--- src/hpd_pkg.sv ---
// ----------------------------------------------------------------------------
// hpd_pkg
// Shared constants, types and tables for the haversine distance core.
// ----------------------------------------------------------------------------
`default_nettype none

package hpd_pkg;

    localparam int CORDIC_STEPS = 30;
    localparam int SQRT_STEPS   = 30;
    localparam int SQRT_W       = 2 * SQRT_STEPS - 1;
    localparam int SQRT_STEP_W  = $clog2(SQRT_STEPS);
    localparam int CW           = 34;
    localparam int STEP_W       = 6;
    localparam int LATENCY      = 12 + 2 * CORDIC_STEPS + SQRT_STEPS;

    localparam logic signed [31:0] FULL_TURN    = 32'sd432000000;
    localparam logic signed [31:0] HALF_TURN    = 32'sd216000000;
    localparam logic signed [31:0] QUARTER_TURN = 32'sd108000000;

    localparam logic signed [27:0] RAD_K24      = 28'sd131004292;
    localparam logic signed [CW-1:0] CORDIC_START = CW'(326016437);
    localparam logic [28:0] DEG_RECIP           = 29'd281474976;
    localparam logic [27:0] DEG_SCALE           = 28'd1000000;
    localparam logic [27:0] MIN_FOLD            = 28'd400000;
    localparam logic [14:0] DIST_SCALE          = 15'd20000;
    localparam logic [23:0] RADIUS_RESET        = 24'd6371;
    localparam logic [38:0] DIST_MAX            = 39'h7F_FFFF_FFFF;
    localparam logic [29:0] ONE_Q               = 30'h2000_0000;

    typedef enum logic {
        CORDIC_ROTATE,
        CORDIC_VECTOR
    } cordic_mode_t;

    function automatic logic signed [CW-1:0] atan_entry(input logic [STEP_W-1:0] i);
        logic signed [CW-1:0] v;
        case (i)
            6'd0:    v = CW'(421657428);
            6'd1:    v = CW'(248918915);
            6'd2:    v = CW'(131521918);
            6'd3:    v = CW'(66762579);
            6'd4:    v = CW'(33510843);
            6'd5:    v = CW'(16771758);
            6'd6:    v = CW'(8387925);
            6'd7:    v = CW'(4194219);
            6'd8:    v = CW'(2097141);
            6'd9:    v = CW'(1048575);
            default: v = (i < 6'd30) ? (CW'(1) <<< (6'd29 - i)) : '0;
        endcase
        return v;
    endfunction

endpackage

`default_nettype wire

--- src/hpd_sqrt_cell.sv ---
// ----------------------------------------------------------------------------
// hpd_sqrt_cell
// One registered step of a restoring square root, two radicand bits a step.
// ----------------------------------------------------------------------------
`default_nettype none

module hpd_sqrt_cell (
    input  wire logic                                clk,
    input  wire logic                                en,
    input  wire logic [hpd_pkg::SQRT_STEP_W-1:0]     step,
    input  wire logic [hpd_pkg::SQRT_W-1:0]          n_in,
    input  wire logic [hpd_pkg::SQRT_W-1:0]          res_in,
    output logic [hpd_pkg::SQRT_W-1:0]               n_out,
    output logic [hpd_pkg::SQRT_W-1:0]               res_out
);

    logic [hpd_pkg::SQRT_W-1:0] n_reg, res_reg, n_next, res_next, bit_val;
    logic [hpd_pkg::SQRT_W:0]   trial;
    logic [5:0]                 sh;

    always_comb
    begin
        sh      = 6'(hpd_pkg::SQRT_W - 1) - {step, 1'b0};
        bit_val = hpd_pkg::SQRT_W'(1) << sh;
        trial   = {1'b0, res_in} + {1'b0, bit_val};
        if ({1'b0, n_in} >= trial)
        begin
            n_next   = n_in - trial[hpd_pkg::SQRT_W-1:0];
            res_next = (res_in >> 1) + bit_val;
        end
        else
        begin
            n_next   = n_in;
            res_next = res_in >> 1;
        end
    end

    always_ff @(posedge clk)
    begin
        if (en)
        begin
            n_reg   <= n_next;
            res_reg <= res_next;
        end
    end

    assign n_out   = n_reg;
    assign res_out = res_reg;

endmodule

`default_nettype wire

--- config.mk ---
export PLATFORM = sky130hd
export DESIGN_NAME = hpd_sqrt_cell
export DESIGN_NICKNAME = d
export VERILOG_FILES = /design/src/hpd_pkg.sv /design/src/hpd_sqrt_cell.sv
export SDC_FILE = /design/constraint.sdc
export NUM_CORES = 1
export LEC_CHECK = 0
export BUFFER_PORTS_ARGS = -buffer_cell sky130_fd_sc_hd__buf_2
export CAP_MARGIN = 25
export CORE_MARGIN = 2
export CORE_UTILIZATION = 40
export DETAILED_ROUTE_END_ITERATION = 10
export GPL_ROUTABILITY_DRIVEN = 0
export HOLD_SLACK_MARGIN = 0.08
export PLACE_DENSITY = 0.65
export SLEW_MARGIN = 30
export SYNTH_ARGS = -nofsm -noshare
export SYNTH_HDL_FRONTEND = slang
export SYNTH_SLANG_ARGS = --single-unit
--- constraint.sdc ---
create_clock -name clk -period 20.3 [get_ports clk]
set_input_delay 4.06 -clock clk [delete_from_list [all_inputs] [get_ports clk]]
set_output_delay 4.06 -clock clk [all_outputs]
set_load 0.02 [all_outputs]
==> impl_results.md <==
- Synth cell types: slightly below 80
- GR Util All Layers: 0.234
- Fmax: 0.0891 GHz
- Placement Rows: 65
- Post-synth EDFFs: 118
- Critical Path Fanout Max: 83
- Setup TNS: 0 ps
- Status: complete, no violations
- CP Launch Type: primary input
- Crit-path leading delay family: simple AND/OR/NAND/NOR gates
- Post-Synth XOR/XNOR Area: 0.118
- Hold Path Class: in2reg
- WP data arrival: 11,410 ps
- Most used cell, CP: ha_1
- DRC: 0
- Largest family of logic cells by synthesized area: compound AO/OA/AOI/OAI gates
- Number of global-route vias before repair: around 11,000
- Die height: around 180 um
- Setup Crit Path Kind: in2reg
- Initial antenna violation count: 6
- Final setup fails: 0
- Hold-fix buffers, CTS: 0
- Final hold violation count: 0
- Ys flop type: edfxtp_1
- Seq/Total Area, Yosys: 0.280
- Via/cell ratio: 5.74
- Clock Tree Root: clkbuf_16
- Worst setup EP type: flip-flop
- Synthesis-stage register bit count: 118
- Synth Area in Compound Gates: 0.242
- First-pass iteration count of the detailed router: 5
- Max VDD drop: 0.0000583 V
- Syn-to-layout area delta: 16.2%
- Share of layout cells above drive strength 1: 0.171
- RSZ-0062 raised after global routing: no
- Required @ worst endpoint: 20,490 ps
- Most common cell after layout, fill and taps aside: buf_2
- Crit share post-route: 0.553
- Dpl hpwl: 31,400 um
- Max-Cap Viols: 0
- Pins Over Slew Limit: 0
- CTS tree: built
- Total grt overflow: 0
- Final min period: between 10,000 and 15,000 ps
- Pin count of the biggest net entering global routing: between 100 and 150
- Post-route ant nets: 0
- Yosys warns: 0
- Effective utilization at floorplan: 0.404
- TritonCTS Buffers: 17
- Placement Setup Slack: 8750 ps
- IO Port Bufs: roughly 240
- CTS max path bufs: 2
- I/O pin total: 243
- Max-slew headroom: 0.444
- Clock transition at the registers of the reported paths: 60 ps
- Gates resized, CTS repair: 0
- Die W: 182 um
- Final Hold Slack: 3920 ps
- Post-Syn Instances: 1,553
- Global-route wire length before repair: 60,900 um
- Mux share of post-synthesis cell area: 0.00703
- Clock tree sinks: 118
- Worst Tran Pin Value: 824 ps
- WL per Instance: 18.3 um
- Lkg Pwr: 6.07 nW
- Utilization after layout: 0.469
- Core box area: 31,300 sq um
- Mean post-synth cell area: 8.14 sq um
- Post-CTS setup buffer count: 0
- CP max stage delay: about 510 ps
- Critical path's slowest cell: a2111oi_0
- Final #Nets: 2,001
- Buffer and inverter count on the worst path: 3
- Worst setup margin: around 9000 ps
- Vias: 12,500
- H-tree depth: 4
- DRT Wirelength: 39,900 um
- Die ar.: approximately 33,000 sq um
- Commonest non-fill, non-tap cells in the layout: buf_2, nand2_1, o21ai_0
- Synth async-reset ratio: 0
- Post-Synth Adder-Cell Area: 0.121
- Syn Nets: ~1,800
- Pwr dens: a little under 70 nW/um^2
- Simple-gate share of the synthesized area: 0.199
- Post-Syn Area: 12,600 sq um
- 1st-iter DRT viols: around 1,000
[power by group]
group	internal, W	switching [W]	total [W]
Clock	0.000189	0.000119	0.000308
Combinational	0.000128	0.000237	0.000365
Sequential	0.000313	0.00000960	0.000323
[cell families after synthesis]
| logic type | Yosys count |
|---|---|
| and+or+nand+nor | 545 |
| AOI/OAI and AO/OA | 492 |
| xor gates and xnor gates | 170 |
| adders and majority gates | 122 |
| DFF | 118 |
| buffers and inverters | 98 |
| muxes | 8 |
[area by class of cell]
class | instances | area (sq um)
multi-input cells | 1337 | 8680
repair buffers | 245 | 1240
clock inverters | 13 | 139
diodes | 5 | 12.5
clock buffers | 18 | 429
well taps | 402 | 503
flip-flops and latches | 118 | 3540
inverters | 39 | 146
fillers | 3092 | 16600
[worst paths after layout]
check,startpoint,cells after the start,to
setup / recovery,step[1],29,res_out[29]$_DFFE_PP_
hold / removal,n_in[24],3,n_out[24]$_DFFE_PP_
[cell usage after synthesis, drive strengths merged (3+ instances only)]
cell type | n | share of area
inv | 39 | 0.012
nor2b | 14 | 0.0069
a2111oi | 4 | 0.0043
o41ai | 5 | 0.0035
a21boi | 10 | 0.0059
xnor2 | 79 | 0.055
nand2b | 16 | 0.0079
a31o | 5 | 0.0035
o21ai | 151 | 0.060
o21a | 15 | 0.0089
o31ai | 17 | 0.010
clkbuf | 43 | 0.013
nor4b | 3 | 0.0021
nor4 | 14 | 0.0069
and3 | 15 | 0.0074
a21oi | 121 | 0.049
or3 | 4 | 0.0020
mux2 | 7 | 0.0062
a31oi | 51 | 0.025
nand4 | 37 | 0.018
nand3 | 33 | 0.013
a311o | 3 | 0.0024
nor3 | 33 | 0.013
and2 | 12 | 0.0059
o211ai | 7 | 0.0042
or2 | 10 | 0.0049
o21bai | 35 | 0.021
o22ai | 4 | 0.0020
a21o | 28 | 0.017
ha | 117 | 0.12
a221oi | 4 | 0.0028
nand2 | 211 | 0.063
edfxtp | 118 | 0.28
a211o | 4 | 0.0028
buf | 16 | 0.0088
nand4b | 3 | 0.0021
maj3 | 4 | 0.0033
xor2 | 91 | 0.063
nor2 | 131 | 0.039
o31a | 4 | 0.0028
[through the flow]
step,std cells,power [W],instance area [sq um]
after floorplan,1553,0.000578,12600
after global placement,2141,0.000682,14100
after detailed placement,2141,0.000685,14100
after CTS,2172,0.000997,14700
after global routing,2175,0.00105,14700
final,2177,0.000995,14700
[layer usage]
layer | part of all wire | track usage
met3 | 0.072 | 0.0393
met4 | 0.023 | 0.0754
met1 | 0.48 | 0.343
met2 | 0.42 | 0.348
met5 | 0.00033 | 0
[state kept, by name (all words and copies together) (netlist names)]
register  count
res_out      59
n_out        59
(Power assumes the default switching activity.)
