===== config.mk =====
export PLATFORM = sky130hd
export DESIGN_NAME = hpd_cordic_cell
export DESIGN_NICKNAME = d
export VERILOG_FILES = /design/src/hpd_pkg.sv /design/src/hpd_cordic_cell.sv
export SDC_FILE = /design/constraint.sdc
export NUM_CORES = 1
export LEC_CHECK = 0
export ABC_AREA = 0
export ABC_CLOCK_PERIOD_IN_PS = 14700
export BUFFER_PORTS_ARGS = -buffer_cell sky130_fd_sc_hd__buf_2
export CORE_MARGIN = 8
export CORE_UTILIZATION = 40
export DETAILED_ROUTE_END_ITERATION = 12
export PLACE_DENSITY = 0.57
export SKIP_CTS_REPAIR_TIMING = 1
export SYNTH_ARGS = -nofsm -noshare
export SYNTH_HDL_FRONTEND = slang
export SYNTH_SLANG_ARGS = --single-unit

===== constraint.sdc =====
create_clock -name clk -period 14.7 [get_ports clk]
set_input_delay 2.205 -clock clk [delete_from_list [all_inputs] [get_ports clk]]
set_output_delay 2.205 -clock clk [all_outputs]
set_load 0.005 [all_outputs]

===== src/hpd_pkg.sv =====
// ----------------------------------------------------------------------------
// hpd_pkg
// Shared constants, types and tables for the haversine distance core.
// ----------------------------------------------------------------------------
`default_nettype none

package hpd_pkg;

    localparam int CORDIC_STEPS = 30;
    localparam int SQRT_STEPS   = 30;
    localparam int SQRT_W       = 2 * SQRT_STEPS - 1;
    localparam int SQRT_STEP_W  = $clog2(SQRT_STEPS);
    localparam int CW           = 34;
    localparam int STEP_W       = 6;
    localparam int LATENCY      = 12 + 2 * CORDIC_STEPS + SQRT_STEPS;

    localparam logic signed [31:0] FULL_TURN    = 32'sd432000000;
    localparam logic signed [31:0] HALF_TURN    = 32'sd216000000;
    localparam logic signed [31:0] QUARTER_TURN = 32'sd108000000;

    localparam logic signed [27:0] RAD_K24      = 28'sd131004292;
    localparam logic signed [CW-1:0] CORDIC_START = CW'(326016437);
    localparam logic [28:0] DEG_RECIP           = 29'd281474976;
    localparam logic [27:0] DEG_SCALE           = 28'd1000000;
    localparam logic [27:0] MIN_FOLD            = 28'd400000;
    localparam logic [14:0] DIST_SCALE          = 15'd20000;
    localparam logic [23:0] RADIUS_RESET        = 24'd6371;
    localparam logic [38:0] DIST_MAX            = 39'h7F_FFFF_FFFF;
    localparam logic [29:0] ONE_Q               = 30'h2000_0000;

    typedef enum logic {
        CORDIC_ROTATE,
        CORDIC_VECTOR
    } cordic_mode_t;

    function automatic logic signed [CW-1:0] atan_entry(input logic [STEP_W-1:0] i);
        logic signed [CW-1:0] v;
        case (i)
            6'd0:    v = CW'(421657428);
            6'd1:    v = CW'(248918915);
            6'd2:    v = CW'(131521918);
            6'd3:    v = CW'(66762579);
            6'd4:    v = CW'(33510843);
            6'd5:    v = CW'(16771758);
            6'd6:    v = CW'(8387925);
            6'd7:    v = CW'(4194219);
            6'd8:    v = CW'(2097141);
            6'd9:    v = CW'(1048575);
            default: v = (i < 6'd30) ? (CW'(1) <<< (6'd29 - i)) : '0;
        endcase
        return v;
    endfunction

endpackage

`default_nettype wire


===== src/hpd_cordic_cell.sv =====
// ----------------------------------------------------------------------------
// hpd_cordic_cell
// One registered CORDIC micro-rotation, rotation or vectoring mode.
// ----------------------------------------------------------------------------
`default_nettype none

module hpd_cordic_cell (
    input  wire logic                            clk,
    input  wire logic                            en,
    input  wire hpd_pkg::cordic_mode_t           mode,
    input  wire logic [hpd_pkg::STEP_W-1:0]      step,
    input  wire logic signed [hpd_pkg::CW-1:0]   x_in,
    input  wire logic signed [hpd_pkg::CW-1:0]   y_in,
    input  wire logic signed [hpd_pkg::CW-1:0]   z_in,
    output logic signed [hpd_pkg::CW-1:0]        x_out,
    output logic signed [hpd_pkg::CW-1:0]        y_out,
    output logic signed [hpd_pkg::CW-1:0]        z_out
);

    logic signed [hpd_pkg::CW-1:0] x_reg, y_reg, z_reg;
    logic signed [hpd_pkg::CW-1:0] x_next, y_next, z_next;
    logic signed [hpd_pkg::CW-1:0] dx, dy, ang;
    logic                          dir;

    always_comb
    begin
        dx  = y_in >>> step;
        dy  = x_in >>> step;
        ang = hpd_pkg::atan_entry(step);
        // rotate drives z to zero, vectoring drives y to zero
        dir = (mode == hpd_pkg::CORDIC_ROTATE) ? !z_in[hpd_pkg::CW-1] : y_in[hpd_pkg::CW-1];
        if (dir)
        begin
            x_next = x_in - dx;
            y_next = y_in + dy;
            z_next = z_in - ang;
        end
        else
        begin
            x_next = x_in + dx;
            y_next = y_in - dy;
            z_next = z_in + ang;
        end
    end

    always_ff @(posedge clk)
    begin
        if (en)
        begin
            x_reg <= x_next;
            y_reg <= y_next;
            z_reg <= z_next;
        end
    end

    assign x_out = x_reg;
    assign y_out = y_reg;
    assign z_out = z_reg;

endmodule

`default_nettype wire


==> parameters.txt, run 1 <==
Parameter                              Value

Outcome
  Run status ... completed

Place
  Cell area after placement ... between 0.015 and 0.02 mm^2
  HPWL after detailed placement ... a little over 50000 um
  Worst Setup Slack post-DPL ... 5.11 ns
  Gpl congestion ... 1.02
  Port Buf Inserts ... about 210

Yosys
  Number of enable flip-flop cells after synthesis ... between 100 and 150
  Sequential share of the synthesized area ... 19.5%
  Syn_area_per_cell ... between 8 and 9 um^2
  Distinct cell type count after synthesis ... 87
  Cell with the most instances after synthesis ... sky130_fd_sc_hd__nand2_1
  Post-synthesis cell count ... roughly 1900
  Synth warn ... 0
  Number of synthesized register bits ... approximately 100
  Netlist Area Pre-Place ... 0.0157 mm^2
  Dominant cell type by area after synthesis ... sky130_fd_sc_hd__edfxtp_1
  Share of synthesized registers carrying an async set or reset ... 0%
  Area contributors post-synth ... sky130_fd_sc_hd__edfxtp_1, sky130_fd_sc_hd__ha_1, sky130_fd_sc_hd__mux4_2
  Portion of synthesized cell area occupied by the leading cell type ... between 10% and 20%
  Most used flip-flop cell after synthesis ... sky130_fd_sc_hd__edfxtp_1
  Synthesized net count ... approximately 2100
  Synth cell count leaders ... sky130_fd_sc_hd__nand2_1, sky130_fd_sc_hd__a21oi_1, sky130_fd_sc_hd__nor2_1, sky130_fd_sc_hd__o21ai_0, sky130_fd_sc_hd__xnor2_1

Global route
  Initial antenna violation count ... 1
  Via count of the first global-routing pass ... between 15000 and 20000
  Wire length of the first global-routing pass ... a little under 100000 um
  GRT Resource Usage Total ... 27.3%
  Remaining global-route overflow ... 0
  Pin count of the biggest net entering global routing ... just over 60

Clock network
  CTS tree ... done
  Clock Sink Count ... 102
  Clock root buffer master ... sky130_fd_sc_hd__clkbuf_16
  Maximum clock insertion buffer count ... 2
  Number of H-tree levels ... 3
  Clk pin slew, worst setup/hold paths ... around 0.070 ns
  Inserted Clock Buffers ... 9

Drt
  Remaining routing DRC violations ... 0
  Post-DR vias/cell ... around 6.3
  Drt first-iter violations ... around 1300
  Initial DRT Pass Iterations ... 5
  Total number of vias ... ~16000
  Highest Signal Layer ... met4
  Met3 Wirelength ... between 4000 and 5000 um
  Routed length on met2 ... just over 30000 um
  Wire length the detailed router placed on met1 ... between 20000 and 30000 um
  Average wire per standard cell ... 25.8 um
  Antenna Nets Post-Route ... 0
  Aggregate routed wire length ... ~65000 um

Power and ir drop
  Switching power total ... approximately 0.00071 W
  Fraction of power consumed by combinational cells ... a little under three fifths
  PD cells ... approximately 100 mW/mm^2
  Internal power contribution ... 0.000997 W
  Sequential group share of total power ... 27.2%
  Total power of the final layout ... 0.00170 W
  Leak Pwr ... 7.09 nW
  IR Drop Worst-Case VDD ... ~0.059 mV
  Part of the power in the clock network ... between 15 and 20%
  Switching power share of the total ... 41.5%

Floorplan
  Overall die height ... between 200 and 250 um
  Area enclosed by the die boundary ... about 0.046 mm^2
  Placeable core region ... 0.0387 mm^2
  Initial cell density of the core ... 40.6%
  Std cell rows ... 72
  I/O pin cnt ... 213
  Die boundary width ... between 200 and 250 um

Job
  Max-capacitance violation count ... 0

STA
  Transition time at the pin with the least slew margin ... roughly 1.4 ns
  Final worst-path setup slack ... 5.50 ns
  Top achievable clock speed ... 0.109 GHz
  Portion of the clock cycle consumed by the worst path in the final layout ... ~63%
  Finish-stage setup viols ... 0
  Period minus WS final ... 9.20 ns
  Total count of max-transition violations in the final report ... 0
  Relative max-transition margin ... 6.16%
  Setup repair after global routing missed its margin ... false
  Final hold viol count ... 0
  Total Neg Setup Slack ... 0 ns

Finish
  Post-layout instance area ... between 0.015 and 0.02 mm^2
  Area added between synthesis and finish ... 10.9%
  Proportion of layout cells with a drive suffix above 1 ... a little under a fifth
  Utilization of the core after routing ... 45.0%
  Diode insertion count for antenna repair ... 0
  Number of fill cells ... just under 4000
  Number of nets in the final layout ... 2215

Critical path
  CP endpoint kind ... flop
  Data required time at the worst endpoint ... 14.85 ns
  Worst-path fanout max ... 45
  Startpoint type of the worst setup path ... input pin
  Kind of critical path ... in -> reg
  Arrival @ worst endpoint ... between 9 and 10 ns

Hold path
  Class of the worst hold path ... in -> reg
per-stage QoR:
step / hold slack, ns / cells
6_report: 2.16 / 2521
3_3_place_gp: 2.58 / 2505
2_1_floorplan: 2.32 / 1852
5_1_grt: 2.15 / 2521
4_1_cts: 2.13 / 2521
3_5_place_dp: 2.58 / 2505
state kept, by name, indices dropped and copies added (netlist names):
register / count
y_out: 34
z_out: 34
x_out: 34
critical path, stage by stage:
cell	delay, ns
sky130_fd_sc_hd__buf_4	0.45
sky130_fd_sc_hd__buf_4	0.67
sky130_fd_sc_hd__mux4_1	0.68
sky130_fd_sc_hd__mux2_2	0.33
sky130_fd_sc_hd__and2_1	0.19
sky130_fd_sc_hd__a2111oi_2	0.56
sky130_fd_sc_hd__ha_1	0.31
sky130_fd_sc_hd__nand2_1	0.07
sky130_fd_sc_hd__a21oi_1	0.31
sky130_fd_sc_hd__nand2_1	0.11
sky130_fd_sc_hd__o21ai_0	0.20
sky130_fd_sc_hd__xor2_1	0.18
sky130_fd_sc_hd__ha_1	0.31
sky130_fd_sc_hd__a211oi_1	0.25
sky130_fd_sc_hd__nand2_1	0.09
sky130_fd_sc_hd__a2111oi_0	0.71
sky130_fd_sc_hd__o31ai_1	0.33
sky130_fd_sc_hd__o41a_1	0.60
sky130_fd_sc_hd__a41oi_1	0.35
sky130_fd_sc_hd__o21bai_1	0.10
sky130_fd_sc_hd__a21oi_1	0.19
sky130_fd_sc_hd__xnor2_1	0.09
cell usage in the layout (no fill, tap or decap), types with 47 or more instances in the layout:
master | netlist | final
sky130_fd_sc_hd__buf_2 | 20 | 208
sky130_fd_sc_hd__nand2_1 | 157 | 157
sky130_fd_sc_hd__a21oi_1 | 155 | 154
sky130_fd_sc_hd__nor2_1 | 129 | 127
sky130_fd_sc_hd__o21ai_0 | 120 | 120
sky130_fd_sc_hd__xnor2_1 | 113 | 113
sky130_fd_sc_hd__ha_1 | 103 | 103
sky130_fd_sc_hd__edfxtp_1 | 102 | 102
sky130_fd_sc_hd__xor2_1 | 74 | 74
sky130_fd_sc_hd__mux2i_1 | 72 | 72
sky130_fd_sc_hd__inv_1 | 50 | 50
sky130_fd_sc_hd__a21o_1 | 51 | 50
sky130_fd_sc_hd__mux4_2 | 47 | 47
final cells by class:
| type | count | area [um^2] | area share (%) |
|---|---|---|---|
| well taps | 518 | 648 | 3.72 |
| clock inverters | 4 | 71.3 | 0.409 |
| inverters | 54 | 203 | 1.16 |
| clock buffers | 12 | 236 | 1.36 |
| multi-input cells | 1592 | 11900 | 68.5 |
| repair buffers | 239 | 1270 | 7.30 |
| flip-flops and latches | 102 | 3060 | 17.6 |
power groups by stage:
| stage | Clock (W) | Combinational [W] | Sequential, W |
|---|---|---|---|
| 6_report | 0.000267 | 0.000974 | 0.000463 |
| 5_1_grt | 0.000285 | 0.00107 | 0.000472 |
| 4_1_cts | 0.000278 | 0.000971 | 0.000465 |
| 3_5_place_dp | 0 | 0.000964 | 0.000470 |
| 3_3_place_gp | 0 | 0.000962 | 0.000469 |
| 2_1_floorplan | 0 | 0.000639 | 0.000484 |
final timing paths:
check / from / end / slack [ns] / cells after the start
min: y_in[0] / y_out[0] / 2.16 / 2
max: step[1] / x_out[29] / 5.50 / 22
cell families (layout without fill, tap and decap cells):
| group | Yosys count | after routing | synth area share, % |
|---|---|---|---|
| compound gates | 615 | 615 | 26.1 |
| simple gates | 523 | 523 | 16.1 |
| xor+xnor | 187 | 187 | 10.4 |
| mux | 160 | 160 | 14.6 |
| buf+inv | 158 | 309 | 4.73 |
| fa+ha+maj | 107 | 107 | 8.64 |
| flops | 102 | 102 | 19.5 |
layer usage:
layer	vias up	GRT usage (%)
li1	7360	-
met1	7774	33.4
met2	675	45.2
met3	149	5.28
met4	0	13.9
met5	-	0
No activity file was read; power rests on OpenSTA's default activity.
==> inputs of run 2 (changes only) <==
ABC_CLOCK_PERIOD_IN_PS = 8100   (was 14700)
PLACE_DENSITY = 0.59   (was 0.57)
clock period = 8.1 ns   (was 14.7 ns; I/O delays follow)
==> parameters.txt, run 2 (same netlist as run 1, synthesis figures left out) <==
Parameter                              Value

Outcome
  Run status ... completed

Finish
  Multi-input gate area in the final layout ... ~0.012 mm^2
  Area added between synthesis and finish ... 13.6%
  Number of nets in the final layout ... 2272
  Proportion of layout cells with a drive suffix above 1 ... a little over a fifth
  FF/Latch Area ... about 0.0031 mm^2
  Number of fill cells ... just under 4000
  Top library cells by usage in the layout, fill and taps aside ... sky130_fd_sc_hd__buf_2, sky130_fd_sc_hd__nand2_1, sky130_fd_sc_hd__a21oi_1
  Leading cell type in the layout, fill and taps excluded ... sky130_fd_sc_hd__buf_2

STA
  Relative max-transition margin ... 16.5%
  Setup repair after global routing missed its margin ... false
  Portion of the clock cycle consumed by the worst path in the final layout ... 89.8%
  Final hold viol count ... 0
  Finish-stage setup viols ... 0
  Total count of max-transition violations in the final report ... 0
  Period minus WS final ... between 7 and 8 ns
  Transition time at the pin with the least slew margin ... roughly 1.2 ns
  Top achievable clock speed ... 0.138 GHz
  Total Neg Setup Slack ... 0 ns

Hold path
  WHS Endpoint ... y_out[0]
  Worst hold path stage count ... 2
  Hold Path Origin ... y_in[0]
  Class of the worst hold path ... in -> reg

Global route
  Pin count of the biggest net entering global routing ... 53
  Remaining global-route overflow ... 0
  Initial antenna violation count ... 0
  Via count of the first global-routing pass ... between 15000 and 20000
  Wire length of the first global-routing pass ... 98400 um
  GRT Resource Usage Total ... between 20 and 30%

Critical path
  Highest cell delay on the worst timing path ... roughly 0.9 ns
  Largest delay contributor family on the critical path ... compound AO/OA/AOI/OAI gates
  Arrival @ worst endpoint ... 7.41 ns
  Startpoint type of the worst setup path ... input pin
  Worst-path fanout max ... between 40 and 50
  Data required time at the worst endpoint ... just over 8 ns
  CP endpoint kind ... flop
  Slowest cell on the critical path ... sky130_fd_sc_hd__nor2b_1
  CP Buf/Inv Count ... 1
  Worst path cell trace ... buf_4 -> nor2b_1 -> o21ai_0 -> o2bb2ai_1 -> or3_1 -> nor3_1 -> nand3_1 -> nor2_1 -> nor2_1 -> xor2_1 -> ha_1 -> a211oi_1 -> o211ai_1 -> a41o_1 -> a21oi_1 -> o31a_1 -> o21ai_0 -> a2111oi_0 -> o21bai_1 -> a21oi_1 -> xnor2_1
  Kind of critical path ... in -> reg

Floorplan
  Initial cell density of the core ... between 40% and 50%
  Std cell rows ... 72
  Area enclosed by the die boundary ... between 0.04 and 0.05 mm^2
  Placeable core region ... a little under 0.04 mm^2
  Die boundary width ... ~210 um
  Overall die height ... between 200 and 250 um
  I/O pin cnt ... around 210

Power and ir drop
  Total power of the final layout ... roughly 0.0031 W
  Switching power share of the total ... 41.6%
  Switching power total ... 0.00129 W
  Part of the power in the clock network ... 14.7%
  Fraction of power consumed by combinational cells ... about three fifths
  PD cells ... 174 mW/mm^2
  Leak Pwr ... ~7.4 nW
  IR Drop Worst-Case VDD ... 0.114 mV
  Sequential group share of total power ... 27.1%
  Internal power contribution ... ~0.0018 W

Drt
  Aggregate routed wire length ... 65400 um
  Total number of vias ... approximately 16000
  Remaining routing DRC violations ... 0
  Drt first-iter violations ... 1640
  Antenna Nets Post-Route ... 0
  Initial DRT Pass Iterations ... 5
  Average wire per standard cell ... 25.4 um
  Post-DR vias/cell ... between 6 and 7

Clock network
  Number of H-tree levels ... 3
  Maximum clock insertion buffer count ... 2
  Clock root buffer master ... sky130_fd_sc_hd__clkbuf_16
  Clk pin slew, worst setup/hold paths ... around 0.07 ns
  CTS tree ... done
  Inserted Clock Buffers ... 9
  Clock Sink Count ... 102

Place
  Port Buf Inserts ... between 200 and 250
  Gpl congestion ... between 0.9 and 1
  HPWL after detailed placement ... approximately 52000 um

Job
  Max-capacitance violation count ... 0
-- run 2: cell type report --
class                   instances  area share, %
diodes                          1         0.0140
clock buffers                  10           1.28
clock inverters                 6          0.343
inverters                      54           1.13
multi-input cells            1592           66.8
flip-flops and latches        102           17.1
well taps                     518           3.63
repair buffers                296           9.68
-- run 2: power groups by stage --
stage / clock network, W / logic, W / registers [W]
2_1_floorplan: 0 / 0.00116 / 0.000879
3_3_place_gp: 0 / 0.00178 / 0.000852
3_5_place_dp: 0 / 0.00179 / 0.000853
4_1_cts: 0.000473 / 0.00180 / 0.000844
5_1_grt: 0.000485 / 0.00198 / 0.000857
6_report: 0.000456 / 0.00181 / 0.000842
-- run 2: metrics by stage --
| stage | hold slack (ns) | setup slack [ns] | std cells | instance area [um^2] | util (%) |
|---|---|---|---|---|---|
| final | 1.16 | 0.830 | 2579 | 17900 | 46.1 |
| after global routing | 1.18 | 0.293 | 2578 | 17900 | 46.1 |
| after CTS | 1.17 | 0.868 | 2578 | 17900 | 46.1 |
| after detailed placement | 1.58 | 0.485 | 2562 | 17600 | 45.4 |
| after global placement | 1.58 | 0.554 | 2562 | 17600 | 45.4 |
| after floorplan | 1.33 | 1.78 | 1852 | 15700 | - |
-- run 2: worst max-delay path by stage --
stage	start	to	slack, ns	cells after the start
finish	step[0]	z_out[33]	0.83	21
CTS	step[1]	z_out[33]	0.87	22
floorplan	step[0]	x_out[29]	1.78	23
global placement	step[1]	z_out[33]	0.55	22
global route	step[1]	z_out[33]	0.29	23
detailed placement	step[1]	z_out[33]	0.48	22
-- run 2: layer usage --
metal  up-vias  part of all wire, %  wire (um)  GRT usage (%)
met4         0                  4.7       3090           12.7
met2       773                   46      30300           45.3
li1       7471                    -          -              -
met3       120                  7.4       4840           4.80
met1      7756                   42      27200           34.5
met5         -                    0          0              0
